[src/hdl/modbus_rtu_request_receiver_defines.svh]
// Assertion macros shared by the request receiver modules
`ifndef MODBUS_RTU_REQUEST_RECEIVER_DEFINES_SVH
`define MODBUS_RTU_REQUEST_RECEIVER_DEFINES_SVH

// Same-cycle implication, clocked on clk, off during reset
`define MRR_ASSERT_IMP(label, ante, cons, msg) \
	label: assert property (@(posedge clk) disable iff (!arst_n) (ante) |-> (cons)) \
		else $error(msg);

// Next-cycle implication, clocked on clk, off during reset
`define MRR_ASSERT_NXT(label, ante, cons, msg) \
	label: assert property (@(posedge clk) disable iff (!arst_n) (ante) |=> (cons)) \
		else $error(msg);

`endif

[src/hdl/mrr_pkg.sv]
// Types, constants and CRC helper for the Modbus RTU request receiver
package mrr_pkg;

	localparam int FRAME_BYTES = 8;
	localparam int STEP_W      = $clog2(FRAME_BYTES);
	// last frame byte that is kept (bytes 1..5 feed the result fields)
	localparam int DATA_LAST   = FRAME_BYTES - 3;

	localparam logic [STEP_W-1:0] STEP_IDLE   = STEP_W'(0);
	localparam logic [STEP_W-1:0] STEP_CRC_LO = STEP_W'(FRAME_BYTES - 2);
	localparam logic [STEP_W-1:0] STEP_CRC_HI = STEP_W'(FRAME_BYTES - 1);

	localparam logic [2:0] EV_READ  = 3'd0;
	localparam logic [2:0] EV_WRITE = 3'd1;
	localparam logic [2:0] EV_OTHER = 3'd2;
	localparam logic [2:0] EV_CRC   = 3'd3;
	localparam logic [2:0] EV_ZERO  = 3'd4;

	localparam logic [7:0] FUNC_READ_HOLDING = 8'd3;
	localparam logic [7:0] FUNC_READ_INPUT   = 8'd4;
	localparam logic [7:0] FUNC_WRITE_SINGLE = 8'd6;

	localparam logic [15:0] CRC_INIT      = 16'hFFFF;
	localparam logic [15:0] CRC_POLY      = 16'hA001;
	localparam logic [15:0] READ_COUNT_1  = 16'h0001;
	localparam logic [7:0]  SLAVE_ID_RST  = 8'd1;

	typedef struct packed {
		logic [7:0] rx_byte;
		logic       line_quiet;
		logic       tx_busy;
	} mrr_req_t;

	typedef struct packed {
		logic [2:0]  event_res;
		logic [7:0]  function_code;
		logic [15:0] register_address;
		logic [15:0] data_value;
	} mrr_res_t;

	// reflected CRC-16, one byte, bit at a time
	function automatic logic [15:0] crc_byte(input logic [15:0] crc, input logic [7:0] b);
		logic [15:0] c;
		c = crc ^ {8'h00, b};
		for (int k = 0; k < 8; k++) begin
			if (c[0]) begin
				c = (c >> 1) ^ CRC_POLY;
			end else begin
				c = c >> 1;
			end
		end
		return c;
	endfunction

endpackage

[src/hdl/mrr_frame.sv]
// Frame tracker: byte position, CRC accumulation, stored fields and classification
`include "modbus_rtu_request_receiver_defines.svh"

module mrr_frame (
	input  logic              clk,
	input  logic              arst_n,
	input  logic              en,
	input  mrr_pkg::mrr_req_t req,
	input  logic [7:0]        slave_id,
	output logic              hit,
	output mrr_pkg::mrr_res_t res
);
	import mrr_pkg::*;

	logic [STEP_W-1:0] step_q;
	logic [STEP_W-1:0] step_d;
	logic [15:0]       crc_q;
	logic [15:0]       crc_d;
	logic [7:0]        byte_q [1:DATA_LAST];
	logic [15:0]       addr;
	logic [15:0]       data;
	logic [2:0]        ev;

	assign addr = {byte_q[2], byte_q[3]};
	assign data = {byte_q[4], byte_q[5]};

	// classification of a frame whose CRC checked out
	always_comb begin
		if (addr == 16'h0000) begin
			ev = EV_ZERO;
		end else if (byte_q[1] inside {FUNC_READ_HOLDING, FUNC_READ_INPUT}) begin
			ev = (data == READ_COUNT_1) ? EV_READ : EV_OTHER;
		end else if (byte_q[1] == FUNC_WRITE_SINGLE) begin
			ev = EV_WRITE;
		end else begin
			ev = EV_OTHER;
		end
	end

	always_comb begin
		step_d               = step_q;
		crc_d                = crc_q;
		hit                  = 1'b0;
		res.event_res        = EV_CRC;
		res.function_code    = byte_q[1];
		res.register_address = addr;
		res.data_value       = data;
		case (step_q)
			STEP_IDLE: begin
				if (req.line_quiet && !req.tx_busy && req.rx_byte == slave_id) begin
					crc_d  = crc_byte(CRC_INIT, req.rx_byte);
					step_d = step_q + STEP_W'(1);
				end
			end
			STEP_CRC_LO: begin
				if (crc_q[7:0] != req.rx_byte) begin
					hit    = 1'b1;
					step_d = STEP_IDLE;
					crc_d  = CRC_INIT;
				end else begin
					step_d = STEP_CRC_HI;
				end
			end
			STEP_CRC_HI: begin
				hit    = 1'b1;
				step_d = STEP_IDLE;
				crc_d  = CRC_INIT;
				if (crc_q[15:8] == req.rx_byte) begin
					res.event_res = ev;
				end
			end
			default: begin
				crc_d  = crc_byte(crc_q, req.rx_byte);
				step_d = step_q + STEP_W'(1);
			end
		endcase
	end

	always_ff @(posedge clk or negedge arst_n) begin
		if (!arst_n) begin
			step_q <= STEP_IDLE;
			crc_q  <= CRC_INIT;
		end else if (en) begin
			step_q <= step_d;
			crc_q  <= crc_d;
		end
	end

	always_ff @(posedge clk) begin
		for (int i = 1; i <= DATA_LAST; i++) begin
			if (en && step_q == STEP_W'(i)) begin
				byte_q[i] <= req.rx_byte;
			end
		end
	end

	`MRR_ASSERT_IMP(a_hit_at_crc, hit, step_q == STEP_CRC_LO || step_q == STEP_CRC_HI, "result outside CRC bytes")
	`MRR_ASSERT_NXT(a_idle_after_hit, en && hit, step_q == STEP_IDLE && crc_q == CRC_INIT, "no return to idle")
	`MRR_ASSERT_NXT(a_hold_when_off, !en, $stable(step_q) && $stable(crc_q), "state moved while held")

endmodule

[src/hdl/modbus_rtu_request_receiver.sv]
// Throughput: one request per cycle; requests stall only while a result waits.
// Frame bytes pass through an input register, then CRC and step logic into the result register.
// Reset clears valids, frame step, CRC (0xFFFF) and slave id (1); stored bytes are not reset.
`include "modbus_rtu_request_receiver_defines.svh"

module modbus_rtu_request_receiver (
	input  logic              clk,
	input  logic              arst_n,
	input  logic              req_valid,
	output logic              req_stall,
	input  mrr_pkg::mrr_req_t req_data,
	output logic              res_valid,
	input  logic              res_stall,
	output mrr_pkg::mrr_res_t res_data,
	input  logic              cfg_valid,
	output logic              cfg_ready,
	input  logic [7:0]        cfg_data
);
	import mrr_pkg::*;

	logic     req_valid_s1;
	mrr_req_t req_s1;
	logic     res_valid_q;
	mrr_res_t res_q;
	logic     [7:0] slave_id_q;
	logic     advance;
	logic     fire;
	logic     hit;
	mrr_res_t res;

	assign cfg_ready = 1'b1;
	assign advance   = !res_valid_q || !res_stall;
	assign fire      = req_valid_s1 && advance;
	assign req_stall = req_valid_s1 && !advance;
	assign res_valid = res_valid_q;
	assign res_data  = res_q;

	always_ff @(posedge clk or negedge arst_n) begin
		if (!arst_n) begin
			slave_id_q <= SLAVE_ID_RST;
		end else if (cfg_valid && cfg_ready) begin
			slave_id_q <= cfg_data;
		end
	end

	always_ff @(posedge clk or negedge arst_n) begin
		if (!arst_n) begin
			req_valid_s1 <= 1'b0;
			res_valid_q  <= 1'b0;
		end else begin
			if (!req_stall) begin
				req_valid_s1 <= req_valid;
			end
			if (advance) begin
				res_valid_q <= fire && hit;
			end
		end
	end

	always_ff @(posedge clk) begin
		if (req_valid && !req_stall) begin
			req_s1 <= req_data;
		end
		if (fire && hit) begin
			res_q <= res;
		end
	end

	mrr_frame u_frame (
		.clk      (clk),
		.arst_n   (arst_n),
		.en       (fire),
		.req      (req_s1),
		.slave_id (slave_id_q),
		.hit      (hit),
		.res      (res)
	);

	`MRR_ASSERT_NXT(a_s1_held, req_valid_s1 && !fire, req_valid_s1 && $stable(req_s1), "request lost in s1")
	`MRR_ASSERT_NXT(a_res_from_s1, fire && hit, res_valid_q && res_q == $past(res), "result not captured")
	`MRR_ASSERT_IMP(a_event_range, res_valid_q, res_q.event_res <= EV_ZERO, "bad event code")

endmodule

[config.mk]
export PLATFORM = sky130hd
export DESIGN_NAME = modbus_rtu_request_receiver
export DESIGN_NICKNAME = d
export VERILOG_FILES = /design/src/hdl/mrr_pkg.sv /design/src/hdl/mrr_frame.sv /design/src/hdl/modbus_rtu_request_receiver.sv
export VERILOG_INCLUDE_DIRS = /design/src /design/src/hdl
export SDC_FILE = /design/constraint.sdc
export NUM_CORES = 1
export LEC_CHECK = 0
export ABC_AREA = 1
export BUFFER_PORTS_ARGS = -buffer_cell sky130_fd_sc_hd__buf_2
export CAP_MARGIN = 10
export CORE_MARGIN = 4
export CORE_UTILIZATION = 25
export CTS_CLUSTER_SIZE = 28
export DETAILED_ROUTE_END_ITERATION = 12
export SLEW_MARGIN = 10
export SYNTH_ARGS = -nofsm -noshare
export SYNTH_HDL_FRONTEND = slang
export SYNTH_SLANG_ARGS = --single-unit
[constraint.sdc]
create_clock -name clk -period 4.7 [get_ports clk]
set_input_delay 0.94 -clock clk [delete_from_list [all_inputs] [get_ports clk]]
set_output_delay 0.94 -clock clk [all_outputs]
set_load 0.01 [all_outputs]
Word-level counts from Yosys, hierarchy flattened
Memory sizes are Yosys's and may differ from the RTL's. Index checks and enable logic that the tools add are counted. W data, S select, Z words.

$add $sub $neg: 1. Equal/unequal tests: 16. Multiplexer cells: 71. Bitwise gates (word level): 18. Reductions and logical operators: 28.

Operators by type and width (number): $mux W16 (39); $not A2 Y3 (16); $pmux W16 S3 (1); $mux W8 (4); $reduce_or A8 Y1 (4); $mux W3 (8); $eq A16 B1 Y1 const B (1); $eq A8 B3 Y1 const B (2); $eq A8 B8 Y1 (2); $logic_not A16 Y1 (1); $not A8 Y16 (1); $xor A16 B8 Y16 (1); $mux W1 (15); $eq A3 B3 Y1 const B (4); $logic_and A1 B1 Y1 (11); $pmux W3 S3 (1); $eq A8 B2 Y1 const B (1); $ne A8 B8 Y1 (1); $eq A3 B2 Y1 const B (2); $logic_not A1 Y1 (5); $mux W2 (2); $ne A2 B1 Y1 const B (2); $reduce_and A2 Y1 (2); $add A3 B1 Y3 const B (1); 7 further kinds (7).

Flip-flop bits (word level): 82. RAM bits: 40. Input bits: 23. Output and inout bits: 46. Logic and storage cells: 147. Memories: 1.

Memory list: u_frame.byte_q (depth 5, bits a word 8, read ports 5, clocked after memory_dff 0, write ports 1, line mrr_frame.sv:19) `logic [7:0] byte_q [1:DATA_LAST];`.

Depth between registers and ports, before layout
Gate-level depths: netlist (run 1).

Word-level depth: 33. Mapped depth: 16. Mapped depth without buffers: 15.

By module
Synthesis (run 1) repeated with hierarchy kept, for this count alone.

Cell total of the unflattened synthesis: 445. Area, all modules: 5232.5 µm².

By module, submodules not included: mrr_frame (instances 1, cells an instance 342, area an instance 3215.6 µm², sequential area each 1696.6 µm²); modbus_rtu_request_receiver (instances 1, cells an instance 103, area an instance 2016.9 µm², sequential area each 1843.0 µm²).

Least setup slack after synthesis (run 1)
No wires, ideal clock.

Path kind: input to register. Start: input port res_stall. End: register res_q (netlist bit res_data[0]) (enable). Library setup time: 0.497 ns. Arrival time: 4.248 ns. Required time: 4.203 ns. Slack: -0.045 ns. Stages on the path: 3. Path buffers: 0. Path through: nand2_1 > nand2_1 > nor3_1.

Longest elaborated chain between the ends: 4.

Ends and longest elaborated chain: from (decl) (line modbus_rtu_request_receiver.sv:13) `input logic res_stall,`; $logic_not A1 Y1 (line modbus_rtu_request_receiver.sv:32) `assign advance = !res_valid_q || !res_stall;`; $logic_or A1 B1 Y1 (line modbus_rtu_request_receiver.sv:32); $logic_and A1 B1 Y1 (line modbus_rtu_request_receiver.sv:33) `assign fire = req_valid_s1 && advance;`; $logic_and A1 B1 Y1 (line modbus_rtu_request_receiver.sv:64) `if (fire && hit) begin`; to (signal assigned) (line modbus_rtu_request_receiver.sv:65) `res_q <= res;`; to (decl) (line modbus_rtu_request_receiver.sv:24) `mrr_res_t res_q;`.

No other way between the ends. A chain may end at the register's enable or synchronous reset.

Worst setup path in the final report (run 1)
Start: register req_s1[9] (netlist bit). End: register res_q (netlist bit res_data[18]) (enable).

Longest elaborated chain between the ends: 4.

Ends and longest elaborated chain: from (decl) (line modbus_rtu_request_receiver.sv:22) `mrr_req_t req_s1;`; from (signal assigned) (line modbus_rtu_request_receiver.sv:62) `req_s1 <= req_data;`; $ne A8 B8 Y1 (line mrr_frame.sv:56) `if (crc_q[7:0] != req.rx_byte) begin`; $mux W1 (line mrr_frame.sv:56); $pmux W1 S2 (line mrr_frame.sv:48) `case (step_q)`; $logic_and A1 B1 Y1 (line modbus_rtu_request_receiver.sv:64).

No other way between the ends.

==> impl_metrics.tcl, run 1 <==
set metrics [dict create \
    hp-start "u_frame.byte_q[0][24]$_DFFE_PP_" \
    hold_end "res_data[16]$_DFFE_PP_" \
    synth_seq_cells 122 \
    finalNetCount 524 \
    final_cell_mix "edfxtp_1 (93), nand2_1 (84), buf_2 (67), inv_1 (39), o21ai_0 (22)" \
    std_cell_rows 52 \
    clk_pin_slew_ps 60 \
    fin_crit_ps 2916 \
    start_util_pct 25.52 \
    drc_errors 0 \
    pwr-share-comb_pct 28.5 \
    synthArstFlopShare_pct 23.77 \
    p_leak_uw 0.002516 \
    cp-end-kind "flip-flop" \
    grt_pass1_vias 3331 \
    synth-edff-count 93 \
    rsz0062_at_grt "no" \
    hold_buffers 0 \
    synth_top_area_share_pct 53.91 \
    finalSetupViolCount 0 \
    netlist_instances 416 \
    path_max_fanout 29 \
    muxShareOfSynthArea_pct 0.6522 \
    grtUsageTotal_pct 10.38 \
    ff2ff_setup_slack_ps 1780 \
    grt_pass1_wl_mm 18.53 \
    avgSynthCellArea_um2 12.45 \
    cp_data_arrival_time_ps 2990 \
    antenna_cells 0 \
    finalWirelength_mm 11.66 \
    core_um2 20300 \
    finalMaxSlewViolations 0 \
    drt-initial-drc-count 237 \
    place_ws_ps 1732 \
    cts_tree "done" \
    synth_top_family_by_area "simple AND/OR/NAND/NOR gates" \
    synthToLayoutAreaGrowth_pct 22.73 \
    vias_per_cell 4.278 \
    slew_headroom_pct 24.41 \
    cts_resized 0 \
    synth_warnings 0 \
    hold_depth 0 \
    critPathRequiredTime_ps 4780 \
    worstSetupStartpointType "flip-flop" \
    place_inst 742 \
    drive_above_1_share_pct 27.58 \
    final_common_cell "edfxtp_1" \
    synthTopCellsByArea "edfxtp_1 (54%), dfstp_2 (8.6%), nand2_1 (6.1%)" \
    switchingPower_uw 1424 \
    synth-main-ff-cell "edfxtp_1" \
    drv_cap 0 \
    synthXorXnorAreaFrac_pct 3.019 \
    cp_slowest_cell "edfxtp_1" \
    timing.final.crit_share_pct 62.05 \
    swShare_pct 34.29 \
    cts_root_buffer "clkbuf_16" \
    critical_path_class "reg2reg" \
    synth_compound_area_share_pct 6.715 \
    yosysSeqAreaShare_pct 68.33 \
    hold_viol_final 0 \
    p_seq_share_pct 39.8 \
    synthAdderAreaFrac_pct 2.415 \
    fin_cells 774 \
    routedWlPerCell_um 15.06 \
    cpPeakStageDelay_ps 710 \
    first_pass_iters 5 \
    p_int_uw 2729 \
    gp_congestion 0.8871 \
    yosys.area.top_type "edfxtp_1" \
    fin_skew_ps 6.601 \
    hp-class "reg2reg" \
    critical_path.cell_chain "xor2_1, inv_1, ha_1, nand4_1, nor2_1, nor3_4, buf_4" \
    vdd_drop_max_mv 0.3834 \
    die_height_um 151.9 \
    antenna_left 0 \
    fmaxAchievable_mhz 342.9 \
    worst_slack_ps 1784 \
    numClockSinks 122 \
    grt_overflow 0 \
    outcome "finished clean" \
    worst_pin_slew_ps 1125 \
    grt_max_degree 30 \
    vias 3311 \
    cts_made_buffers 17 \
    portBuffers 67 \
    tns_ps 0 \
    clockPowerShare_pct 31.7 \
    htree_levels 4 \
    reg2reg_to "res_data[18]$_DFFE_PP_" \
    die_area_um2 23090 \
    insertion_delay_ps 410 \
    antenna_found_initial 0 \
    synth_simple_gate_area_share_pct 13.16 \
    postCtsSetupBuffers 0 \
    die_width_um 151.9 \
    power_density_nw_per_um2 653.3 \
    reg2reg_from "req_s1[9]$_DFFE_PP_" \
    fillers 2064 \
    yosysUniqueCellTypes 42 \
    num_io_pins 69 \
    synth_nets 449 \
    place_hpwl_mm 8.298 \
    synth_area_um2 5180 \
    cts_buffer_depth 2 \
    reg2reg_depth 7 \
]
==> synthesized netlist by cell type, types with 2 or more instances <==
cell type,number
edfxtp_1,93
nand2_1,84
inv_1,39
o21ai_0,22
dfstp_2,17
nand3_1,17
nor2_1,17
dfrtp_1,12
xnor2_1,12
nor4_1,11
ha_1,10
a21oi_1,9
nor3_1,6
o21ai_1,6
a2bb2oi_1,5
nand2_2,5
buf_6,4
inv_2,4
nand4_1,4
o22ai_1,4
xor2_1,4
buf_4,3
mux2_2,3
a221oi_1,2
a22oi_1,2
buf_2,2
clkbuf_8,2
o21a_1,2
o31ai_1,2
==> power groups by stage <==
| stage | registers, uW | clock network, uW | logic [uW] |
|---|---|---|---|
| 2_1_floorplan | 1660 | 0 | 846 |
| 3_3_place_gp | 1680 | 0 | 1170 |
| 3_5_place_dp | 1680 | 0 | 1180 |
| 4_1_cts | 1660 | 1340 | 1190 |
| 5_1_grt | 1680 | 1390 | 1340 |
| 6_report | 1650 | 1320 | 1180 |
==> per-stage QoR <==
step | hold WS [ps] | cell area [um2] | utilization [%] | power, uW
3_5_place_dp | 436.0 | 5756 | 28.35 | 2852
2_1_floorplan | 417.6 | 5185 | - | 2508
5_1_grt | 464.1 | 6357 | 31.32 | 4412
3_3_place_gp | 430.6 | 5756 | 28.35 | 2845
4_1_cts | 449.8 | 6357 | 31.32 | 4181
6_report | 449.4 | 6357 | 31.32 | 4153
==> logic make-up after synthesis <==
kind of cell             Yosys count
adder cells (fa/ha/maj)           10
AND/OR/NAND/NOR                  149
multiplexers                       3
XOR/XNOR                          17
flip-flops                       122
AO/OA/AOI/OAI                     57
other                              1
buffers and inverters             57
==> per-layer routing <==
layer	global-route usage (%)	wire length, um	vias to the layer above
met5	0	0	-
met4	4.709	241	0
met1	14.01	5418	1560
met2	15.43	5129	128
li1	-	-	1603
met3	3.072	870	20
==> worst max path at each step <==
stage	startpoint	endpoint	slack, ps	cells past startpoint
final	req_s1[9]$_DFFE_PP_	res_data[18]$_DFFE_PP_	1780	7
after global routing	req_s1[9]$_DFFE_PP_	res_data[20]$_DFFE_PP_	1520	7
after CTS	req_s1[9]$_DFFE_PP_	res_data[13]$_DFFE_PP_	1750	7
after detailed placement	res_stall	res_data[32]$_DFFE_PP_	1730	5
after global placement	res_stall	res_data[42]$_SDFFCE_PN0P_	1780	5
after floorplan	res_stall	res_data[0]$_DFFE_PP_	1260	3
==> sequential cells by signal, summed over array words and instances, names as in the netlist <==
name and cells:
res_valid 1, u_frame.byte_q 40, u_frame.step_q 3, req_s1 10, res_data 43, slave_id_q 8, req_valid_s1 1, u_frame.crc_q 16
==> layout make-up <==
cell class	count	area, um2	area share [%]
Multi-Input combinational cell	237	1360	21.39
Tap cell	270	337.8	5.314
Timing Repair Buffer	69	350.3	5.511
Clock inverter	15	176.4	2.775
Clock buffer	17	425.4	6.692
Sequential cell	122	3540	55.68
Inverter	44	167.7	2.637
==> critical path: cells and delay by family, from the launching register on <==
kind	cells	cell delay, ps
simple gates	3	790
flops	1	710
buf+inv	2	550
xor+xnor	1	270
fa+ha+maj	1	230
Note: power is estimated with default switching activity, not from simulation.
==> inputs of run 2 (changes only) <==
- clock period: 4.7 -> 2.7 ns (I/O delays scaled with it)
==> impl_metrics.tcl, run 2 (synthesis gave the netlist of run 1 again) <==
set metrics [dict create \
    clk_pin_slew_ps 60 \
    stdcell_area_um2 6439 \
    tns_ps 0 \
    critPathRequiredTime_ps 3050 \
    grt_overflow 0 \
    antenna_found_initial 0 \
    worst_pin_slew_ps 681.0 \
    clockPowerShare_pct 30.4 \
    antenna_left 0 \
    fin_skew_ps 12.36 \
    worstSetupStartpointType "flip-flop" \
    finalSetupViolCount 0 \
    finalMaxSlewViolations 0 \
    routedWlPerCell_um 14.69 \
    hold_viol_final 0 \
    hold_buffers 0 \
    worst_slack_ps 456.5 \
    num_io_pins 69 \
    vias_per_cell 4.277 \
    synthToLayoutAreaGrowth_pct 24.30 \
    vias 3366 \
    slew_headroom_pct 54.60 \
    start_util_pct 25.52 \
    p_int_uw 4641 \
    cts_buffer_depth 2 \
    drv_cap 0 \
    ff2ff_setup_slack_ps 460 \
    insertion_delay_ps 420 \
    finalWirelength_mm 11.56 \
    cp_data_arrival_time_ps 2590 \
    swShare_pct 35.10 \
    dpl_cell_area_um2 5866 \
    p_seq_share_pct 39.8 \
    first_pass_iters 5 \
    drive_above_1_share_pct 29.40 \
    finalNetCount 537 \
    postCtsSetupBuffers 0 \
    final_common_cell "edfxtp_1" \
    p_leak_uw 0.002570 \
    critical_path_class "reg2reg" \
    cts_made_buffers 17 \
    grt_pass1_vias 3375 \
    antenna_cells 0 \
    hp-class "in2async" \
    die_width_um 151.9 \
    largest_register_ffs 43 \
    power_density_nw_per_um2 1111 \
    numClockSinks 122 \
    drc_errors 0 \
    cp-end-kind "flip-flop" \
    place_hpwl_mm 8.331 \
    switchingPower_uw 2510 \
    cts_root_buffer "clkbuf_16" \
    grt_pass1_wl_mm 18.57 \
    vdd_drop_max_mv 0.5433 \
    rsz0062_at_grt "no" \
    htree_levels 4 \
    grtUsageTotal_pct 10.35 \
    final_cell_mix "edfxtp_1 (93), nand2_1 (84), buf_2 (67), inv_1 (39), o21ai_0 (22)" \
    cts_tree "done" \
    fmaxAchievable_mhz 445.7 \
    gp_congestion 0.9676 \
    timing.final.crit_share_pct 83.09 \
    portBuffers 67 \
    place_ws_ps 466.9 \
    grt_max_degree 44 \
    drt-initial-drc-count 281 \
    std_cell_rows 52 \
    die_height_um 151.9 \
    core_um2 20300 \
    cts_resized 0 \
    die_area_um2 23090 \
    pwr-share-comb_pct 29.8 \
    path_max_fanout 11 \
    reg2reg_from "req_s1[2]$_DFFE_PP_" \
    outcome "finished clean" \
    startpoint "req_s1[2]$_DFFE_PP_" \
    fin_crit_ps 2244 \
]
[run 2: critical path: stages (launching register included)]
cell	delay, ps
edfxtp_1	640
xnor2_1	320
ha_1	320
xnor2_2	220
inv_1	80
nand3_1	120
nand3_1	100
nand3_1	90
nand2_1	50
nand2_1	70
nand2_1	50
nand2_1	50
nand2_1	50
[run 2: final timing paths]
path	endpoint	cells after the start
worst max-delay path	u_frame.crc_q[0]$_DFFE_PN1P_	12
worst min-delay path	u_frame.step_q[0]$_DFFE_PN0P_	1
worst max register to register	u_frame.crc_q[0]$_DFFE_PN1P_	12
worst min register to register	res_data[23]$_DFFE_PP_	0
max in group asynchronous	slave_id_q[6]$_DFFE_PN0P_	1
min in group clk	req_s1[1]$_DFFE_PP_	1
[run 2: layout make-up]
type | count | area [um2]
Fill cell | 2052 | 13860
Timing Repair Buffer | 82 | 460.4
Clock inverter | 15 | 147.6
Sequential cell | 122 | 3540
Inverter | 44 | 167.7
Multi-Input combinational cell | 237 | 1360
Clock buffer | 17 | 425.4
Tap cell | 270 | 337.8
[run 2: metrics by stage]
step	utilization (%)	power, uW	hold WS (ps)	cells
CTS	31.72	7196	167.7	787
global placement	28.90	5015	429.5	755
detailed placement	28.90	5006	437.1	755
floorplan	-	4370	244.4	416
finish	31.72	7151	158.0	787
global route	31.72	7618	189.5	787
[run 2: power groups by stage]
stage / sequential [uW] / combinational, uW / clock [uW]
after floorplan: 2890 / 1480 / 0
after global placement: 2890 / 2130 / 0
after detailed placement: 2890 / 2120 / 0
after CTS: 2850 / 2130 / 2210
after global routing: 2900 / 2390 / 2330
final: 2850 / 2130 / 2170
[run 2: metal layers]
layer | vias to the layer above | wire [um] | GRT usage [%] | share of wire (%)
li1 | 1631 | - | - | -
met1 | 1580 | 5432 | 13.93 | 47
met2 | 138 | 5148 | 15.26 | 45
met3 | 17 | 708 | 3.242 | 6.1
met4 | 0 | 269 | 4.752 | 2.3
met5 | - | 0 | 0 | 0
